File: src/mexp_pkg.sv
// Shared definitions for the modular exponentiation block.
// Holds the stream width, the register indexes and the multiplier handshake structs.
// No dependencies.
package mexp_pkg;

  localparam int DATA_W    = 64;
  localparam int CFG_IDX_W = 1;

  localparam logic [CFG_IDX_W-1:0] REG_EXPONENT = 1'b0;
  localparam logic [CFG_IDX_W-1:0] REG_MODULUS  = 1'b1;

  typedef struct packed {
    logic start;
  } mm_ctl_t;

  typedef struct packed {
    logic busy;
    logic done;
  } mm_sts_t;

endpackage

File: src/mexp_mulmod.sv
// Bit-serial interleaved modular multiplier, one multiplier bit per cycle, MSB first.
// Computes op_a * op_b mod modulus for op_a, op_b below modulus (op_a may equal one).
// Depends on mexp_pkg for the control and status structs.
module mexp_mulmod #(
  parameter int WIDTH = 64
) (
  input  logic                 clk,
  input  logic                 rst_n,
  input  mexp_pkg::mm_ctl_t    ctl,
  input  logic [WIDTH-1:0]     op_a,
  input  logic [WIDTH-1:0]     op_b,
  input  logic [WIDTH-1:0]     modulus,
  output mexp_pkg::mm_sts_t    sts,
  output logic [WIDTH-1:0]     product
);
  import mexp_pkg::*;

  localparam int CNT_W = $clog2(WIDTH + 1);
  localparam int SW    = WIDTH + 3;

  logic [WIDTH-1:0] acc_r, acc_nxt;
  logic [WIDTH-1:0] a_r, a_nxt;
  logic [WIDTH-1:0] b_r, b_nxt;
  logic [CNT_W-1:0] cnt_r, cnt_nxt;
  logic             done_r, done_nxt;

  logic [SW-1:0] sum;
  logic [SW-1:0] diff1;
  logic [SW-1:0] diff2;
  logic [WIDTH-1:0] step_val;

  // The sum 2*acc + a stays below three times the modulus, so at most two
  // subtractions of the modulus bring it back into range.
  always_comb begin
    sum   = {2'b00, acc_r, 1'b0} + (b_r[WIDTH-1] ? SW'(a_r) : SW'(0));
    diff1 = sum - SW'(modulus);
    diff2 = sum - {2'b00, modulus, 1'b0};
    if (!diff2[SW-1]) begin
      step_val = diff2[WIDTH-1:0];
    end else if (!diff1[SW-1]) begin
      step_val = diff1[WIDTH-1:0];
    end else begin
      step_val = sum[WIDTH-1:0];
    end
  end

  always_comb begin
    acc_nxt  = acc_r;
    a_nxt    = a_r;
    b_nxt    = b_r;
    cnt_nxt  = cnt_r;
    done_nxt = 1'b0;
    if (ctl.start && cnt_r == '0) begin
      acc_nxt = '0;
      a_nxt   = op_a;
      b_nxt   = op_b;
      cnt_nxt = CNT_W'(WIDTH);
    end else if (cnt_r != '0) begin
      acc_nxt  = step_val;
      b_nxt    = {b_r[WIDTH-2:0], 1'b0};
      cnt_nxt  = cnt_r - CNT_W'(1);
      done_nxt = (cnt_r == CNT_W'(1));
    end
  end

  always_ff @(posedge clk) begin
    if (!rst_n) begin
      cnt_r  <= '0;
      done_r <= 1'b0;
    end else begin
      cnt_r  <= cnt_nxt;
      done_r <= done_nxt;
    end
    acc_r <= acc_nxt;
    a_r   <= a_nxt;
    b_r   <= b_nxt;
  end

  assign sts.busy = (cnt_r != '0);
  assign sts.done = done_r;
  assign product  = acc_r;

endmodule

File: src/modular_exponentiation.sv
// Modular exponentiation: message^exponent mod modulus, right-to-left square-and-multiply.
// The base reduction and every multiply and square run on the single shared bit-serial modular multiplier.
// One transaction is in work at a time; in_tready is low until its result is registered.
// Reset (synchronous, rst_n low) clears the controller and sets exponent 0, modulus 1.
// Depends on mexp_pkg and mexp_mulmod.
module modular_exponentiation #(
  parameter int WIDTH = 64
) (
  input  logic                              clk,
  input  logic                              rst_n,
  input  logic                              in_tvalid,
  output logic                              in_tready,
  input  logic [mexp_pkg::DATA_W-1:0]       in_tdata,   // [63:0] message_word
  output logic                              out_tvalid,
  input  logic                              out_tready,
  output logic [mexp_pkg::DATA_W-1:0]       out_tdata,  // [63:0] power_result
  input  logic                              cfg_wen,
  input  logic [mexp_pkg::CFG_IDX_W-1:0]    cfg_index,
  input  logic [mexp_pkg::DATA_W-1:0]       cfg_wdata
);
  import mexp_pkg::*;

  localparam int BCNT_W = $clog2(WIDTH + 1);

  typedef enum logic [2:0] {
    S_IDLE,
    S_REDUCE,
    S_STEP,
    S_MUL_R,
    S_SQR,
    S_DONE
  } state_t;

  state_t            state_r, state_nxt;
  logic [WIDTH-1:0]  exp_r, exp_nxt;
  logic [WIDTH-1:0]  mod_r, mod_nxt;
  logic [WIDTH-1:0]  e_sh_r, e_sh_nxt;
  logic [BCNT_W-1:0] bit_cnt_r, bit_cnt_nxt;
  logic [WIDTH-1:0]  base_r, base_nxt;
  logic [WIDTH-1:0]  res_r, res_nxt;
  logic              out_valid_r, out_valid_nxt;
  logic [WIDTH-1:0]  out_data_r, out_data_nxt;

  mm_ctl_t           mul_ctl;
  mm_sts_t           mul_sts;
  logic [WIDTH-1:0]  mul_a;
  logic [WIDTH-1:0]  mul_b;
  logic [WIDTH-1:0]  mul_p;
  logic              in_fire;

  assign in_tready = (state_r == S_IDLE);
  assign in_fire   = in_tvalid && in_tready;

  // The base is reduced as 1 * message mod m on the same multiplier.
  assign mul_a = (state_r == S_IDLE) ? WIDTH'(1) :
                 (state_r == S_STEP && e_sh_r[0]) ? res_r : base_r;
  assign mul_b = (state_r == S_IDLE) ? in_tdata[WIDTH-1:0] : base_r;

  mexp_mulmod #(
    .WIDTH (WIDTH)
  ) u_mulmod (
    .clk     (clk),
    .rst_n   (rst_n),
    .ctl     (mul_ctl),
    .op_a    (mul_a),
    .op_b    (mul_b),
    .modulus (mod_r),
    .sts     (mul_sts),
    .product (mul_p)
  );

  always_comb begin
    state_nxt     = state_r;
    exp_nxt       = exp_r;
    mod_nxt       = mod_r;
    e_sh_nxt      = e_sh_r;
    bit_cnt_nxt   = bit_cnt_r;
    base_nxt      = base_r;
    res_nxt       = res_r;
    out_valid_nxt = out_valid_r;
    out_data_nxt  = out_data_r;
    mul_ctl.start = 1'b0;

    if (cfg_wen) begin
      unique case (cfg_index)
        REG_EXPONENT: exp_nxt = cfg_wdata[WIDTH-1:0];
        REG_MODULUS:  mod_nxt = cfg_wdata[WIDTH-1:0];
        default: ;
      endcase
    end

    if (out_tvalid && out_tready) begin
      out_valid_nxt = 1'b0;
    end

    unique case (state_r)
      S_IDLE: begin
        if (in_fire) begin
          if (mod_r == '0) begin
            res_nxt   = '0;
            state_nxt = S_DONE;
          end else begin
            mul_ctl.start = 1'b1;
            res_nxt       = (mod_r == WIDTH'(1)) ? '0 : WIDTH'(1);
            e_sh_nxt      = exp_r;
            bit_cnt_nxt   = BCNT_W'(WIDTH);
            state_nxt     = S_REDUCE;
          end
        end
      end
      S_REDUCE: begin
        if (mul_sts.done) begin
          base_nxt  = mul_p;
          state_nxt = S_STEP;
        end
      end
      S_STEP: begin
        if (bit_cnt_r == '0) begin
          state_nxt = S_DONE;
        end else begin
          mul_ctl.start = 1'b1;
          state_nxt     = e_sh_r[0] ? S_MUL_R : S_SQR;
        end
      end
      S_MUL_R: begin
        if (mul_sts.done) begin
          res_nxt       = mul_p;
          mul_ctl.start = 1'b1;
          state_nxt     = S_SQR;
        end
      end
      S_SQR: begin
        if (mul_sts.done) begin
          base_nxt    = mul_p;
          e_sh_nxt    = e_sh_r >> 1;
          bit_cnt_nxt = bit_cnt_r - BCNT_W'(1);
          state_nxt   = S_STEP;
        end
      end
      S_DONE: begin
        if (!out_valid_r || out_tready) begin
          out_valid_nxt = 1'b1;
          out_data_nxt  = res_r;
          state_nxt     = S_IDLE;
        end
      end
      default: state_nxt = S_IDLE;
    endcase
  end

  always_ff @(posedge clk) begin
    if (!rst_n) begin
      state_r     <= S_IDLE;
      exp_r       <= '0;
      mod_r       <= WIDTH'(1);
      out_valid_r <= 1'b0;
    end else begin
      state_r     <= state_nxt;
      exp_r       <= exp_nxt;
      mod_r       <= mod_nxt;
      out_valid_r <= out_valid_nxt;
    end
    e_sh_r     <= e_sh_nxt;
    bit_cnt_r  <= bit_cnt_nxt;
    base_r     <= base_nxt;
    res_r      <= res_nxt;
    out_data_r <= out_data_nxt;
  end

  assign out_tvalid = out_valid_r;
  assign out_tdata  = DATA_W'(out_data_r);

`ifndef SYNTHESIS
  // A delivered result is always reduced below a non-zero modulus.
  a_result_reduced: assert property (@(posedge clk) disable iff (!rst_n)
    out_valid_r && (mod_r != '0) |-> (out_data_r < mod_r))
    else $error("result not below modulus");

  // The multiplier is never left running while a new transaction can be taken.
  a_mul_idle: assert property (@(posedge clk) disable iff (!rst_n)
    in_tready |-> !mul_sts.busy)
    else $error("multiplier busy while idle");

  // A zero modulus skips the arithmetic and goes straight to delivery.
  a_zero_mod: assert property (@(posedge clk) disable iff (!rst_n)
    in_fire && (mod_r == '0) |=> (state_r == S_DONE) && (res_r == '0))
    else $error("zero modulus not short-circuited");

  // A multiplication only finishes while the controller waits for one.
  a_done_expected: assert property (@(posedge clk) disable iff (!rst_n)
    mul_sts.done |-> (state_r == S_REDUCE) || (state_r == S_MUL_R) || (state_r == S_SQR))
    else $error("unexpected multiplier completion");
`endif

endmodule
File: config.mk
export PLATFORM = sky130hd
export DESIGN_NAME = modular_exponentiation
export DESIGN_NICKNAME = d
export VERILOG_FILES = /design/src/mexp_pkg.sv /design/src/mexp_mulmod.sv /design/src/modular_exponentiation.sv
export SDC_FILE = /design/constraint.sdc
export NUM_CORES = 2
export LEC_CHECK = 0
export ABC_AREA = 1
export BUFFER_PORTS_ARGS = -buffer_cell sky130_fd_sc_hd__buf_2
export CORE_AREA = 2 2 366 368
export DETAILED_ROUTE_END_ITERATION = 6
export DIE_AREA = 0 0 368 370
export GPL_TIMING_DRIVEN = 0
export PLACE_DENSITY = 0.47
export SLEW_MARGIN = 20
export SYNTH_ARGS = -nofsm -noshare
export SYNTH_HDL_FRONTEND = slang
export SYNTH_SLANG_ARGS = --single-unit
File: constraint.sdc
create_clock -name clk -period 22.2 [get_ports clk]
set_clock_uncertainty 0.15 [all_clocks]
set_input_delay 0 -clock clk [delete_from_list [all_inputs] [get_ports clk]]
set_output_delay 0 -clock clk [all_outputs]
set_load 0.01 [all_outputs]
==> results.md <==
- Vias in the first global route: 38165
- Max-cap viol count: 0
- Syn Area/Cell: 7.03 um2
- Post-synth EDFFs: 391
- Final setup violation count: 0
- Worst-path fanout max: 10
- Layout cells sized above 1: 6.52%
- Core area: 0.132 mm2
- Max frequency: 0.129 GHz
- Worst r2r dst: u_mulmod.product[50]
- Reg2reg path depth: 33
- Max stage delay on crit path: 0.74 ns
- Initial antenna violation count: 0
- Crit-path slowest cell: clkbuf_1
- R2r setup slk: 14.45 ns
- Asr flop ratio synth: 0%
- Drt first pass iters: 6
- Synth warnings: 0
- Clock root cell: clkbuf_16
- Hold Path Class: primary input to flop
- Setup Crit Path Kind: flop to flop
- Post-synth top area share: 29.8%
- Gp weighted congestion: 0.993
- DR vias: 38524
- Final WL: 166000 um
- WP data arrival: 8.21 ns
- CP Capture Type: flop
- DRT antenna net count: 0
- IO Pins: 200
- DR WL/cell: 20.8 um
- Worst-Skew Late Latency: 0.70 ns
- Worst EP required: 22.66 ns
- Reg clk slew, reported paths: 0.06 ns
- Synthesized area: 0.0395 mm2
- RSZ-0062 raised after global routing: no
- Port Buffers: 198
- Syn_nets: 5944
- Setup TNS: 0 ns
- P&R area growth vs syn: 21.6%
- Num rows: 134
- Via density: 4.82
- Initial Util: 29.8%
- Post-synth top flop: edfxtp_1
- Seq/Total Area, Yosys: 40.1%
- Post-synth cell types: 52
- Status: finished clean
- Post_cts resized: 0
- FF/Latch Area: 0.0158 mm2
- Final hold vios: 0
- Number of DRC markers in iteration 0: 2941
- Num Clock Sinks: 595
- Remaining DRCs: 0
- Period utilization: 34.9%
- Layout Nets: 6501
- Die width: 368 um
- Gr usage total: 24.0%
- Ranking of synthesized cells by area: edfxtp_1 (30%), nand2_1 (17%), dfxtp_1 (10%), inv_1 (7.3%), nor2_1 (6.6%)
- Worst r2r src: u_mulmod.b_r[63]
- Post-DP HPWL: 139000 um
- Area of the multi-input gates: 0.0200 mm2
- Largest net degree at the start of global routing: 55
- TritonCTS clock tree: done
- Slew HR: 30.9%
- Number of fill cells: 14501
- Hold path depth: 4
- Clk buf depth: 3
- Crit-path most repeated cell: nand2_1
- Setup ws final: 14.45 ns
- Yosys top cell by area: edfxtp_1
- DIE HEIGHT: 370 um
- Grt total ovfl: 0
- CTS buffer count: 71
- CP Launch Type: flop
- Hold path start: cfg_wdata[42]
- Max-slew violations: 0
- Syn Inst Count: 5612
- H-tree levels: 3
- Tightest Pin Transition: 1.04 ns
- First-pass GRT wire length: 242000 um
- Die area: 0.136 mm2
- Dpl ws: 14.55 ns
- Worst hold endpoint: mod_r[42]
- Flops & latches, synth: 595
- Final Critical Period: 7.75 ns
==> sequential cells by signal (all words and copies together), names as in the netlist <==
| register | cells |
|---|---|
| res_r | 64 |
| u_mulmod.product | 64 |
| u_mulmod.done_r | 1 |
| bit_cnt_r | 7 |
| state_r | 3 |
| u_mulmod.cnt_r | 7 |
| u_mulmod.b_r | 64 |
| u_mulmod.a_r | 64 |
| out_tvalid | 1 |
| out_tdata | 64 |
| base_r | 64 |
| e_sh_r | 64 |
| mod_r | 64 |
| exp_r | 64 |
==> how the worst max path moves through the flow <==
stage	start	end	slack, ns	depth (start not counted)
finish	u_mulmod.b_r[63]	u_mulmod.product[50]	14.45	33
global route	u_mulmod.b_r[63]	u_mulmod.product[50]	14.14	29
CTS	u_mulmod.b_r[63]	u_mulmod.product[50]	14.53	29
detailed placement	u_mulmod.b_r[63]	u_mulmod.product[49]	14.55	29
global placement	state_r[2]	out_tdata[56]	10.75	2
floorplan	state_r[2]	out_tdata[0]	14.81	2
==> cells by family after synthesis <==
| group | after synthesis | synth area share [%] |
|---|---|---|
| AO/OA/AOI/OAI | 865 | 11.9 |
| XOR/XNOR | 128 | 2.84 |
| adder cells (fa/ha/maj) | 198 | 6.34 |
| buffers and inverters | 933 | 9.24 |
| flip-flops | 595 | 40.1 |
| AND/OR/NAND/NOR | 2893 | 29.6 |
==> metrics by stage <==
stage | hold slack, ns | instances | area (um2) | utilization (%)
2_1_floorplan | -0.0151 | 5612 | 39500 | -
5_1_grt | 0.0587 | 7993 | 48000 | 36.2
3_5_place_dp | 0.101 | 7598 | 43000 | 32.5
3_3_place_gp | 0.101 | 7578 | 42700 | 32.2
4_1_cts | 0.000419 | 7993 | 48000 | 36.2
6_report | 0.0395 | 7994 | 48000 | 36.2
==> Yosys cell counts, types with 9 or more instances <==
cell type,n
xnor2_1,44
clkbuf_1,118
o21ai_0,273
or2_2,9
nand4_1,36
o21bai_1,47
nor4_1,27
buf_2,14
nand3_1,293
a31oi_1,77
a21oi_1,412
inv_1,763
ha_1,195
nor2_1,692
a21boi_0,10
nand3b_1,24
nor3_1,39
dfxtp_1,204
nand2_1,1741
edfxtp_1,391
buf_6,13
xor2_1,84
a21o_1,14
==> critical path: cells and delay by family (launching register included) <==
kind / cells / cell delay, ns
buffers and inverters: 8 / 1.71
flip-flops: 1 / 0.31
AO/OA/AOI/OAI: 5 / 1.39
XOR/XNOR: 1 / 0.56
adder cells (fa/ha/maj): 3 / 0.99
AND/OR/NAND/NOR: 16 / 2.49
==> placed cells by master, fill, tap and decap left out, types with 139 or more instances in the layout <==
cell type / count
a21oi_1: 412
buf_2: 220
clkbuf_1: 139
dfxtp_1: 204
dlygate4sd3_1: 266
edfxtp_1: 391
ha_1: 195
inv_1: 761
nand2_1: 1741
nand3_1: 293
nor2_1: 689
o21ai_0: 272
==> area by class of cell <==
cell class              count  area share [%]
inverters                 772            6.05
multi-input cells        4084            41.7
clock buffers             108            4.20
plain buffers             161            1.59
repair buffers            484            8.21
flip-flops and latches    595            33.0
diodes                      1         0.00522
clock inverters            21           0.621
well taps                1768            4.61
==> repair_timing <==
item | 4_1_cts | 5_1_grt
hold buffers | 266 | 0
endpoints found under the hold margin | 239 | 0
setup buffers | 0 | 0
==> metal layers <==
layer  routed length, um  vias to the layer above  track usage (%)  part of all wire, %
met2               75700                      942             39.8                   45
met4                6980                        0             9.62                  4.2
met5                   0                        -                0                    0
met3                6410                      226             2.22                  3.9
li1                    -                    19296                -                    -
met1               77400                    18060             32.3                   46
Power is not shown: default switching activity piles up to over one toggle a cycle in this logic, so the estimate is an artifact.
